<file path="src/rtl/core/double_ended_queue_ring_unit_defines.svh">
// Assertion macros used by the queue back end (dqr_back).
`ifndef DOUBLE_ENDED_QUEUE_RING_UNIT_DEFINES_SVH
`define DOUBLE_ENDED_QUEUE_RING_UNIT_DEFINES_SVH

`ifndef SYNTHESIS

// Same-cycle implication: whenever ante holds, cons holds too.
`define DQR_ASSERT_IMP(lbl, clk, rst, ante, cons, msg) \
   lbl: assert property (@(posedge clk) disable iff (rst) (ante) |-> (cons)) \
      else $error(msg);

// Next-cycle implication: whenever ante holds, cons holds in the next cycle.
`define DQR_ASSERT_NXT(lbl, clk, rst, ante, cons, msg) \
   lbl: assert property (@(posedge clk) disable iff (rst) (ante) |=> (cons)) \
      else $error(msg);

`else

`define DQR_ASSERT_IMP(lbl, clk, rst, ante, cons, msg)
`define DQR_ASSERT_NXT(lbl, clk, rst, ante, cons, msg)

`endif

`endif

</file>
<file path="src/rtl/core/dqr_pkg.sv">
package dqr_pkg;

   localparam int DEPTH = 16;
   localparam int IDX_W = $clog2(DEPTH);
   localparam int CNT_W = $clog2(DEPTH + 1);
   localparam int VAL_W = 32;

   // command queue between front and back
   localparam int CMDQ_DEPTH = 2;
   localparam int CMDQ_AW    = $clog2(CMDQ_DEPTH);
   localparam int CMDQ_CW    = $clog2(CMDQ_DEPTH + 1);

   localparam logic [2:0] FUNC_INS_FRONT = 3'd0;
   localparam logic [2:0] FUNC_INS_REAR  = 3'd1;
   localparam logic [2:0] FUNC_REM_FRONT = 3'd2;
   localparam logic [2:0] FUNC_REM_REAR  = 3'd3;
   localparam logic [2:0] FUNC_LIST      = 3'd4;

   localparam logic [1:0] ST_OK    = 2'd0;
   localparam logic [1:0] ST_EMPTY = 2'd1;
   localparam logic [1:0] ST_FULL  = 2'd2;

   typedef struct packed {
      logic [2:0]              func;
      logic signed [VAL_W-1:0] value_in;
   } dqr_req_type;

   typedef struct packed {
      logic signed [VAL_W-1:0] value_out;
      logic [1:0]              status;
      logic                    last_of_run;
   } dqr_rsp_type;

   // decoded command handed from front to back
   typedef struct packed {
      logic                    insert;
      logic                    list_all;
      logic                    at_rear;
      logic signed [VAL_W-1:0] value;
   } dqr_cmd_type;

endpackage

</file>
<file path="src/rtl/core/dqr_front.sv">
module dqr_front
   import dqr_pkg::*;
(
   input  logic        clock,
   input  logic        reset,
   input  logic        req_valid,
   output logic        req_stall,
   input  dqr_req_type req_data,
   output logic        cmd_valid,
   input  logic        cmd_stall,
   output dqr_cmd_type cmd_data
);

   dqr_cmd_type        q_mem [CMDQ_DEPTH];
   logic [CMDQ_AW-1:0] wr_ptr_ff, wr_ptr_in;
   logic [CMDQ_AW-1:0] rd_ptr_ff, rd_ptr_in;
   logic [CMDQ_CW-1:0] cnt_ff, cnt_in;

   dqr_cmd_type dec;
   logic        dec_ok;
   logic        push;
   logic        pop;

   always_comb begin
      dec          = '0;
      dec.value    = req_data.value_in;
      dec_ok       = 1'b1;
      unique case (req_data.func)
         FUNC_INS_FRONT: begin
            dec.insert = 1'b1;
         end
         FUNC_INS_REAR: begin
            dec.insert  = 1'b1;
            dec.at_rear = 1'b1;
         end
         FUNC_REM_FRONT: begin
         end
         FUNC_REM_REAR: begin
            dec.at_rear = 1'b1;
         end
         FUNC_LIST: begin
            dec.list_all = 1'b1;
         end
         default: begin
            dec_ok = 1'b0;  // unused codes are taken and dropped
         end
      endcase
   end

   assign req_stall = (cnt_ff == CMDQ_CW'(CMDQ_DEPTH));
   assign cmd_valid = (cnt_ff != '0);
   assign cmd_data  = q_mem[rd_ptr_ff];

   assign push = req_valid && !req_stall && dec_ok;
   assign pop  = cmd_valid && !cmd_stall;

   always_comb begin
      wr_ptr_in = push ? wr_ptr_ff + CMDQ_AW'(1) : wr_ptr_ff;
      rd_ptr_in = pop  ? rd_ptr_ff + CMDQ_AW'(1) : rd_ptr_ff;
      cnt_in    = cnt_ff + CMDQ_CW'(push) - CMDQ_CW'(pop);
   end

   always_ff @(posedge clock) begin
      if (reset) begin
         wr_ptr_ff <= '0;
         rd_ptr_ff <= '0;
         cnt_ff    <= '0;
      end else begin
         wr_ptr_ff <= wr_ptr_in;
         rd_ptr_ff <= rd_ptr_in;
         cnt_ff    <= cnt_in;
      end
   end

   always_ff @(posedge clock) begin
      if (push) begin
         q_mem[wr_ptr_ff] <= dec;
      end
   end

endmodule

</file>
<file path="src/rtl/core/dqr_back.sv">
`include "double_ended_queue_ring_unit_defines.svh"

module dqr_back
   import dqr_pkg::*;
(
   input  logic        clock,
   input  logic        reset,
   input  logic        cmd_valid,
   output logic        cmd_stall,
   input  dqr_cmd_type cmd_data,
   output logic        rsp_valid,
   input  logic        rsp_stall,
   output dqr_rsp_type rsp_data
);

   localparam logic S_IDLE = 1'b0;
   localparam logic S_LIST = 1'b1;

   logic [VAL_W-1:0] mem [DEPTH];

   logic             state_ff, state_in;
   logic [IDX_W-1:0] front_ff, front_in;
   logic [CNT_W-1:0] count_ff, count_in;
   logic [CNT_W-1:0] list_idx_ff, list_idx_in;

   logic             pend_ff, pend_in;
   logic             pend_mem_ff, pend_mem_in;
   logic [1:0]       pend_status_ff, pend_status_in;
   logic             pend_last_ff, pend_last_in;
   logic [VAL_W-1:0] rdata_ff;

   logic             out_valid_ff, out_valid_in;
   dqr_rsp_type      out_ff;

   logic             can_issue;
   logic             wr_en;
   logic [IDX_W-1:0] wr_addr;
   logic             rd_en;
   logic [IDX_W-1:0] rd_addr;
   logic [IDX_W-1:0] new_front;
   logic             is_full;
   logic             is_empty;
   logic             list_last;

   function automatic logic [IDX_W-1:0] ring_pos(input logic [IDX_W-1:0] base,
                                                 input logic [CNT_W-1:0] offset);
      logic [CNT_W:0] s;
      s = (CNT_W+1)'(base) + (CNT_W+1)'(offset);
      if (s >= (CNT_W+1)'(DEPTH)) begin
         s = s - (CNT_W+1)'(DEPTH);
      end
      return s[IDX_W-1:0];
   endfunction

   // an issued read goes through rdata_ff and pend_ff, so the output slot must be free for it
   assign can_issue = !pend_ff && (!out_valid_ff || !rsp_stall);
   assign is_full   = (count_ff == CNT_W'(DEPTH));
   assign is_empty  = (count_ff == '0);
   assign new_front = (front_ff == '0) ? IDX_W'(DEPTH - 1) : front_ff - IDX_W'(1);
   assign list_last = ((list_idx_ff + CNT_W'(1)) == count_ff);

   always_comb begin
      state_in       = state_ff;
      front_in       = front_ff;
      count_in       = count_ff;
      list_idx_in    = list_idx_ff;
      pend_in        = 1'b0;
      pend_mem_in    = 1'b0;
      pend_status_in = ST_OK;
      pend_last_in   = 1'b1;
      wr_en          = 1'b0;
      wr_addr        = front_ff;
      rd_en          = 1'b0;
      rd_addr        = front_ff;
      cmd_stall      = 1'b1;

      unique case (state_ff)
         S_IDLE: begin
            cmd_stall = !can_issue;
            if (cmd_valid && can_issue) begin
               if (cmd_data.list_all) begin
                  list_idx_in = '0;
                  if (is_empty) begin
                     pend_in        = 1'b1;
                     pend_status_in = ST_EMPTY;
                  end else begin
                     state_in = S_LIST;
                  end
               end else if (cmd_data.insert) begin
                  pend_in = 1'b1;
                  if (is_full) begin
                     pend_status_in = ST_FULL;
                  end else begin
                     wr_en    = 1'b1;
                     count_in = count_ff + CNT_W'(1);
                     if (cmd_data.at_rear) begin
                        wr_addr = ring_pos(front_ff, count_ff);
                     end else begin
                        wr_addr  = new_front;
                        front_in = new_front;
                     end
                  end
               end else begin
                  pend_in = 1'b1;
                  if (is_empty) begin
                     pend_status_in = ST_EMPTY;
                  end else begin
                     rd_en       = 1'b1;
                     pend_mem_in = 1'b1;
                     count_in    = count_ff - CNT_W'(1);
                     if (cmd_data.at_rear) begin
                        rd_addr = ring_pos(front_ff, count_ff - CNT_W'(1));
                     end else begin
                        front_in = ring_pos(front_ff, CNT_W'(1));
                     end
                  end
               end
            end
         end
         S_LIST: begin
            if (can_issue) begin
               pend_in      = 1'b1;
               pend_mem_in  = 1'b1;
               pend_last_in = list_last;
               rd_en        = 1'b1;
               rd_addr      = ring_pos(front_ff, list_idx_ff);
               list_idx_in  = list_idx_ff + CNT_W'(1);
               if (list_last) begin
                  state_in = S_IDLE;
               end
            end
         end
         default: begin
            state_in = S_IDLE;
         end
      endcase
   end

   assign out_valid_in = pend_ff || (out_valid_ff && rsp_stall);

   always_ff @(posedge clock) begin
      if (reset) begin
         state_ff     <= S_IDLE;
         front_ff     <= '0;
         count_ff     <= '0;
         list_idx_ff  <= '0;
         pend_ff      <= 1'b0;
         out_valid_ff <= 1'b0;
      end else begin
         state_ff     <= state_in;
         front_ff     <= front_in;
         count_ff     <= count_in;
         list_idx_ff  <= list_idx_in;
         pend_ff      <= pend_in;
         out_valid_ff <= out_valid_in;
      end
   end

   always_ff @(posedge clock) begin
      pend_mem_ff    <= pend_mem_in;
      pend_status_ff <= pend_status_in;
      pend_last_ff   <= pend_last_in;
      if (pend_ff) begin
         out_ff.value_out   <= pend_mem_ff ? rdata_ff : '0;
         out_ff.status      <= pend_status_ff;
         out_ff.last_of_run <= pend_last_ff;
      end
   end

   always_ff @(posedge clock) begin
      if (wr_en) begin
         mem[wr_addr] <= cmd_data.value;
      end
   end

   always_ff @(posedge clock) begin
      if (rd_en) begin
         rdata_ff <= mem[rd_addr];
      end
   end

   assign rsp_valid = out_valid_ff;
   assign rsp_data  = out_ff;

   `DQR_ASSERT_IMP(a_count_range, clock, reset, 1'b1, count_ff <= CNT_W'(DEPTH), "count beyond depth")
   `DQR_ASSERT_IMP(a_slot_free, clock, reset, pend_ff, !out_valid_ff, "output slot busy on load")
   `DQR_ASSERT_IMP(a_list_nonempty, clock, reset, state_ff == S_LIST, list_idx_ff < count_ff, "list index past count")
   `DQR_ASSERT_NXT(a_list_hold, clock, reset, state_ff == S_LIST, $stable(count_ff) && $stable(front_ff), "pointers moved while listing")

endmodule

</file>
<file path="src/rtl/core/double_ended_queue_ring_unit.sv">
// Double-ended queue of signed 32-bit values held in a 16-entry ring.
// Input channel req_*: one item per request, func selects insert front,
// insert rear, remove front, remove rear or list; value_in is the element.
// Unused func codes are taken and produce nothing.
// Result channel rsp_*: value_out, status (ok, empty, full) and last_of_run,
// which marks the final result of a request. A list gives one result per
// element, front to rear; an empty queue gives one result with status empty.
// A decoder and a two-entry command queue sit in front of the executing
// back end, so requests keep being taken while the back end is busy.
// A request waits in the command queue; once the back end issues it, its result
// passes through the pending registers (pend_ff, rdata_ff) and then the output
// register. The back end issues one ring read or write at a time (registered
// ring read, then output register) and takes no new command or list element
// while a result is still pending, so inserts, removals and list reads never overlap.
// Reset (synchronous) empties the queue; ring contents are not cleared.
// While rsp_stall is high the result holds and the back end waits; once the
// command queue fills, req_stall rises.
module double_ended_queue_ring_unit
   import dqr_pkg::*;
(
   input  logic        clock,
   input  logic        reset,
   input  logic        req_valid,
   output logic        req_stall,
   input  dqr_req_type req_data,
   output logic        rsp_valid,
   input  logic        rsp_stall,
   output dqr_rsp_type rsp_data
);

   logic        cmd_valid;
   logic        cmd_stall;
   dqr_cmd_type cmd_data;

   dqr_front u_front (
      .clock     (clock),
      .reset     (reset),
      .req_valid (req_valid),
      .req_stall (req_stall),
      .req_data  (req_data),
      .cmd_valid (cmd_valid),
      .cmd_stall (cmd_stall),
      .cmd_data  (cmd_data)
   );

   dqr_back u_back (
      .clock     (clock),
      .reset     (reset),
      .cmd_valid (cmd_valid),
      .cmd_stall (cmd_stall),
      .cmd_data  (cmd_data),
      .rsp_valid (rsp_valid),
      .rsp_stall (rsp_stall),
      .rsp_data  (rsp_data)
   );

endmodule
</file>
<file path="config.mk">
export PLATFORM = sky130hd
export DESIGN_NAME = double_ended_queue_ring_unit
export DESIGN_NICKNAME = d
export VERILOG_FILES = /design/src/rtl/core/dqr_pkg.sv /design/src/rtl/core/dqr_front.sv /design/src/rtl/core/dqr_back.sv /design/src/rtl/core/double_ended_queue_ring_unit.sv
export VERILOG_INCLUDE_DIRS = /design/src /design/src/rtl/core
export SDC_FILE = /design/constraint.sdc
export NUM_CORES = 1
export LEC_CHECK = 0
export BUFFER_PORTS_ARGS = -buffer_cell sky130_fd_sc_hd__buf_2
export CORE_ASPECT_RATIO = 1.2
export CORE_UTILIZATION = 55
export CTS_CLUSTER_SIZE = 16
export DETAILED_ROUTE_END_ITERATION = 7
export PLACE_DENSITY = 0.72
export SLEW_MARGIN = 20
export SYNTH_ARGS = -nofsm -noshare
export SYNTH_HDL_FRONTEND = slang
export SYNTH_HIERARCHICAL = 1
export SYNTH_SLANG_ARGS = --single-unit
</file>
<file path="constraint.sdc">
create_clock -name clock -period 5.4 [get_ports clock]
set_input_delay 1.08 -clock clock [delete_from_list [all_inputs] [get_ports clock]]
set_output_delay 1.08 -clock clock [all_outputs]
set_load 0.01 [all_outputs]
</file>
# --- Yosys cells after proc, flatten, opt, wreduce, memory -nomap -nowiden ---
# Memory sizes are Yosys's and may differ from the RTL's. A register that Yosys moved wholly into a read port is not among the register bits.
# Index checks and enable logic that the tools add are counted.
classes:
  n_addsub: 16
  order_cmp: 4
  n_eq_ne: 12
  mux: 65
  bitwise_logic: 4
  reduce_logical: 26
ops:
  columns: ["operator", "count"]
  rows:
  - ["4-bit 2-to-1 mux", 22]
  - ["5-bit 2-to-1 mux", 6]
  - ["1-bit 2-to-1 mux", 29]
  - ["4-bit by 1-bit subtractor with 4-bit output (second input constant)", 5]
  - ["4-bit by 5-bit adder with 6-bit output", 3]
  - ["6-bit by 5-bit >= comparator with 1-bit output (second input constant)", 3]
  - ["5-bit by 1-bit adder with 5-bit output (second input constant)", 2]
  - ["5-bit one-hot mux with 2 select lines", 1]
  - ["2-bit inequality test (second input constant)", 4]
  - ["4-bit one-hot mux with 2 select lines", 1]
  - ["3-bit by 2-bit equality test with 1-bit output (second input constant)", 2]
  - ["1-bit logical AND", 6]
  - ["1-bit zero test", 6]
  - ["2-bit 2-to-1 mux", 3]
  - ["1-bit one-hot mux with 2 select lines", 3]
  - ["6-bit AND reduction", 1]
  - ["2-bit OR reduction", 3]
  - ["4-bit by 1-bit adder with 5-bit output (second input constant)", 1]
  - ["5-bit equality test", 1]
  - ["5-bit equality test (second input constant)", 1]
  - ["5-bit >= comparator (second input constant)", 1]
  - ["5-bit zero test", 1]
  - ["5-bit AND reduction", 1]
  - ["5-bit OR reduction", 1]
  - ["15 further kinds", 20]
totals:
  ff_bits: 60
  mem_bits_rw: 582
  in_bits: 39
  word_cells: 144
  mem_count: 2
memory_table:
  columns: ["memory", "depth", "width", "read_ports", "rd_ports_with_merged_regs", "wr", "line", "text"]
  rows:
  - ["u_back.mem", 16, 32, 1, 1, 1, "dqr_back.sv:19", "logic [VAL_W-1:0] mem [DEPTH];"]
  - ["u_front.q_mem", 2, 35, 1, 1, 1, "dqr_front.sv:14", "dqr_cmd_type q_mem [CMDQ_DEPTH];"]

# --- Logic depth before layout (Yosys ltp) ---
logic_depth:
  ltp_word: 10
  mapped_depth: 12
  depth_no_buf: 11

# --- By module ---
# Netlist, hierarchy kept.
modules_own_cells:
  columns: ["module", "instances", "cells_per_inst", "area_each_um2", "seq_area_each_um2"]
  rows:
  - ["dqr_back", 1, 1432, 24223.2, 17807.1]
  - ["dqr_front", 1, 141, 2822.7, 2202.1]

# --- Least setup slack after synthesis ---
# Ideal clock, no wire load.
synth_timing:
  path_kind: "input to register"
  from: "input rsp_stall"
  to: "memory u_back.mem[8][0] (enable)"
  setup_ns: 0.421
  t_arrival_ns: 3.786
  required_time_ns: 4.979
  slack_ns: 1.193
  path_stages: 8
  path_buffers: 1
  cell_sequence: "a21oi_1 clkbuf_1 and2_1 nand3_1 a21oi_1 o22a_1 nand2_1 nor2_1"
synth_via:
  elab_chain_cells: 8
  word_cells_on_any_way: 10
  classes_between: "mux (6); reduce/logical (4)"
synth_lines:
  columns: ["element", "line", "text"]
  rows:
  - ["start: declaration", "double_ended_queue_ring_unit.sv:27", "input logic rsp_stall,"]
  - ["1-bit zero test (*)", "dqr_back.sv:56", "assign can_issue = !pend_ff && (!out_valid_ff || !rsp_stall);"]
  - ["1-bit logical OR (*)", "dqr_back.sv:56", null]
  - ["1-bit logical AND (*)", "dqr_back.sv:56", null]
  - ["1-bit logical AND (*)", "dqr_back.sv:80", "if (cmd_valid && can_issue) begin"]
  - ["1-bit 2-to-1 mux", "dqr_back.sv:80", null]
  - ["1-bit 2-to-1 mux", "dqr_back.sv:77", "unique case (state_ff)"]
  - ["1-bit 2-to-1 mux", "dqr_back.sv:171", "if (wr_en) begin"]
  - ["1-bit 2-to-1 mux (implied by the code)", "dqr_back.sv:172", "mem[wr_addr] <= cmd_data.value;"]
  - ["end: declaration", "dqr_back.sv:19", null]
# Mark *: on every way between the ends. The rest lies on a longest branch, timed or not.

==> summary.txt <==
Routing
  • DRT antenna net count: 0
  • Metal3 WL: 2800 um
  • Via count: 13,800
  • # DRC: 0
  • Drt first pass iters: 5
  • Metal1 wirelength: 22,500 um
  • Final wirelength: 54,400 um
  • DR vias/cell: 5.87
  • Avg WL per Cell: 23.2 um
  • Top sig layer: met4
  • Metal2 WL: 27,700 um
  • Drt initial violations: 797

Power and ir drop
  • Pwr Total: 15.3 mW
  • PwrDens: 503 nW/um2
  • Leak pwr: 10.9 nW
  • VDD IR max: 0.443 mV

STA
  • Period utilisation layout: 0.796
  • Fin crit period: 4.30 ns
  • F_max: 233 MHz
  • Final Slew Violations: 0
  • Slew margin rel.: 0.273
  • RSZ-0062 raised after global routing: false
  • Final hold slack: 0.410 ns
  • Clock skew: 0.00979 ns
  • Final setup TNS: 0 ns
  • Setup Viol. Count Final: 0
  • Final Hold Vio Count: 0
  • Worst-Margin Slew: 1.09 ns

Place
  • DP HPWL: 30,800 um
  • IO buf count: 75
  • Gp weighted congestion: 0.845
  • Placed Instance Area: 28,300 um2

Logic synthesis
  • Post-synthesis async set-or-reset flop share: 0
  • Syn Nets: 1,632
  • EDFF count, synth: 649
  • Synth warnings: 6
  • Unique cell type count in the Yosys netlist: 53
  • Avg Cell Area, Syn: 17.2 um2
  • Post-synthesis sequential area ratio: 0.740
  • Synthesized area: 27,000 um2
  • Ys flop type: edfxtp_1
  • Synth Register Bits: 675
  • Synth Instances: 1,573

CTS
  • Reg clk slew, reported paths: 0.06 ns
  • Clk_lat worst skew: 0.62 ns
  • Setup bufs post-CTS: 0
  • Num CTS Buffers: 61
  • Clk sink count: 675
  • Post-CTS sizing: 0
  • Maximum clock insertion buffer count: 3
  • CTS H-Tree Depth: 2
  • CTS tree: built
  • CTS Root Cell: clkbuf_16
  • # hold bufs at CTS: 0

Flow run
  • Max Cap Violations: 0

Die
  • Chip width: 204 um
  • IO Pins: 76
  • Die area: 50,100 um2
  • Site Rows: 88
  • Core box area: 48,300 um2
  • Initial Utilization: 0.560
  • Die height: 245 um

Critical path
  • Crit path launch type: flip-flop
  • Slowest-stage cell, CP: dfxtp_2
  • R2R Setup Slk: 1.10 ns
  • Max FO, Critical Path: 22
  • WS Path Type: reg -> reg
  • Crit path DAT: 4.60 ns
  • Slowest stage delay, CP: 0.80 ns
  • Cells along the critical path: mux2_2 > nor3b_1 > and2_1 > nand3_1 > a21oi_1 > o22a_1 > nand2_1 > nor2_4 > buf_4
  • Setup crit end kind: flip-flop
  • Data required, critical path: 5.70 ns
  • R2R Path End: u_back/mem[14][11]$_DFFE_PP_
  • Reg2Reg Depth: 9

Hold path
  • Worst Min Path Start: u_back/pend_status_ff[1]$_SDFF_PP0_
  • Hold EP: u_back/rsp_data[2]$_DFFE_PP_
  • Hold Crit Class: reg -> reg
  • WHS Path Cells: 0

Finish
  • Fraction of layout cells with a size suffix above 1: 0.199
  • Core Util, Final: 0.629
  • Fill cells: 3,378
  • # nets final: 1,726
  • Design area: 30,400 um2
  • Antenna diodes: 0
  • Area delta synth->final: 12.4%

Global route
  • Global-route wire length before repair: 83,200 um
  • Initial antenna violation count: 0
  • Vias in the first global route: 14,100
  • GRT Util Overall: 0.224
  • Pin count of the biggest net entering global routing: 64
  • GRT overflow: 0

Status
  • Status: finished, final reports clean
state kept, by name (all words and copies together) (netlist names), named ones only:
register / cells
u_back/pend_ff: 1
u_front/rd_ptr_ff: 1
u_back/pend_status_ff: 2
u_back/mem: 512
u_back/count_ff: 5
u_back/rsp_valid: 1
u_back/rsp_data: 35
u_back/rdata_ff: 32
u_front/wr_ptr_ff: 1
u_back/state_ff: 1
u_back/list_idx_ff: 5
u_front/cnt_ff: 2
u_front/q_mem: 70
u_back/pend_last_ff: 1
u_back/front_ff: 4
u_back/pend_mem_ff: 1
worst max path at each step:
| stage | end | slack, ns | depth (start not counted) |
|---|---|---|---|
| 2_1_floorplan | u_back/mem[8][0]$_DFFE_PP_ | 1.19 | 8 |
| 3_3_place_gp | u_back/mem[6][7]$_DFFE_PP_ | 1.09 | 9 |
| 3_5_place_dp | u_back/mem[14][15]$_DFFE_PP_ | 0.96 | 9 |
| 4_1_cts | u_back/mem[6][8]$_DFFE_PP_ | 1.11 | 9 |
| 5_1_grt | u_back/mem[14][10]$_DFFE_PP_ | 0.78 | 9 |
| 6_report | u_back/mem[14][11]$_DFFE_PP_ | 1.10 | 9 |
power by group:
part	internal [mW]	total (mW)	switching, mW
Clock	2.56	4.39	1.83
Sequential	6.56	6.73	0.179
Combinational	1.60	4.16	2.55
synthesized netlist by cell type, types with 2 or more instances:
master / n / share of area
nor3_1: 9 / 0.0017
o22ai_1: 3 / 0.00069
nand2b_1: 4 / 0.00093
mux2i_1: 257 / 0.095
buf_2: 20 / 0.0037
a31oi_1: 2 / 0.00046
nor2_1: 47 / 0.0065
o21ai_0: 10 / 0.0019
ha_1: 17 / 0.0079
edfxtp_1: 649 / 0.72
nand3_1: 39 / 0.0072
xor2_1: 11 / 0.0036
nand4_1: 5 / 0.0012
nor2b_1: 4 / 0.00093
o31ai_1: 4 / 0.0011
nor3b_1: 4 / 0.0011
buf_4: 21 / 0.0058
o211ai_1: 66 / 0.018
and2_1: 36 / 0.0083
a21oi_1: 21 / 0.0039
dfxtp_1: 26 / 0.019
buf_1: 2 / 0.00028
or3_1: 3 / 0.00069
xnor2_1: 10 / 0.0032
mux2_2: 104 / 0.043
inv_1: 13 / 0.0018
clkbuf_1: 30 / 0.0042
a211oi_1: 2 / 0.00055
o22a_1: 3 / 0.00097
a21o_1: 3 / 0.00083
nand3b_1: 2 / 0.00055
fa_1: 3 / 0.0022
buf_6: 7 / 0.0029
a22oi_1: 33 / 0.0092
nand2_1: 85 / 0.012
per-stage QoR:
step                cells  setup WS [ns]
finish               2349           1.10
global route         2349          0.784
CTS                  2349           1.11
detailed placement   2234          0.962
global placement     2234           1.09
floorplan            1573           1.19
layout make-up:
| class | count | area, um2 | area share |
|---|---|---|---|
| sequential | 675 | 20000 | 0.658 |
| timing repair buffer | 111 | 783 | 0.0258 |
| clock inverter | 45 | 455 | 0.0150 |
| inverter | 13 | 48.8 | 0.00161 |
| clock buffer | 70 | 1600 | 0.0527 |
| multi-input combinational | 805 | 6710 | 0.221 |
| tap | 630 | 788 | 0.0259 |
metal layers:
| layer | global-route usage | vias up |
|---|---|---|
| met5 | 0 | - |
| met4 | 0.0748 | 0 |
| met3 | 0.0311 | 84 |
| met2 | 0.386 | 368 |
| met1 | 0.292 | 7013 |
| li1 | - | 6316 |
cells in the final DEF (no fill, tap or decap), types with 29 or more instances in the layout:
| cell | n |
|---|---|
| a22oi_1 | 33 |
| and2_1 | 36 |
| buf_2 | 75 |
| clkbuf_16 | 63 |
| edfxtp_1 | 649 |
| mux2_2 | 104 |
| mux2i_1 | 257 |
| nand2_1 | 85 |
| nand3_1 | 39 |
| nor2_1 | 29 |
| o211ai_1 | 66 |
worst max-delay path, delay by kind of cell, from the launching register on:
family | cells | cell delay [ns]
multiplexers | 1 | 0.44
buffers and inverters | 1 | 0.39
AND/OR/NAND/NOR | 5 | 1.86
AO/OA/AOI/OAI | 2 | 0.47
flip-flops | 1 | 0.80
cells by family after synthesis:
kind of cell    count (synthesis)  share of synthesized area
compound gates                157                     0.0419
fa+ha+maj                      20                     0.0101
flops                         675                      0.740
simple gates                  245                     0.0437
xor+xnor                       21                    0.00680
mux                           362                      0.139
buf+inv                        93                     0.0187
(Power assumes the default switching activity.)
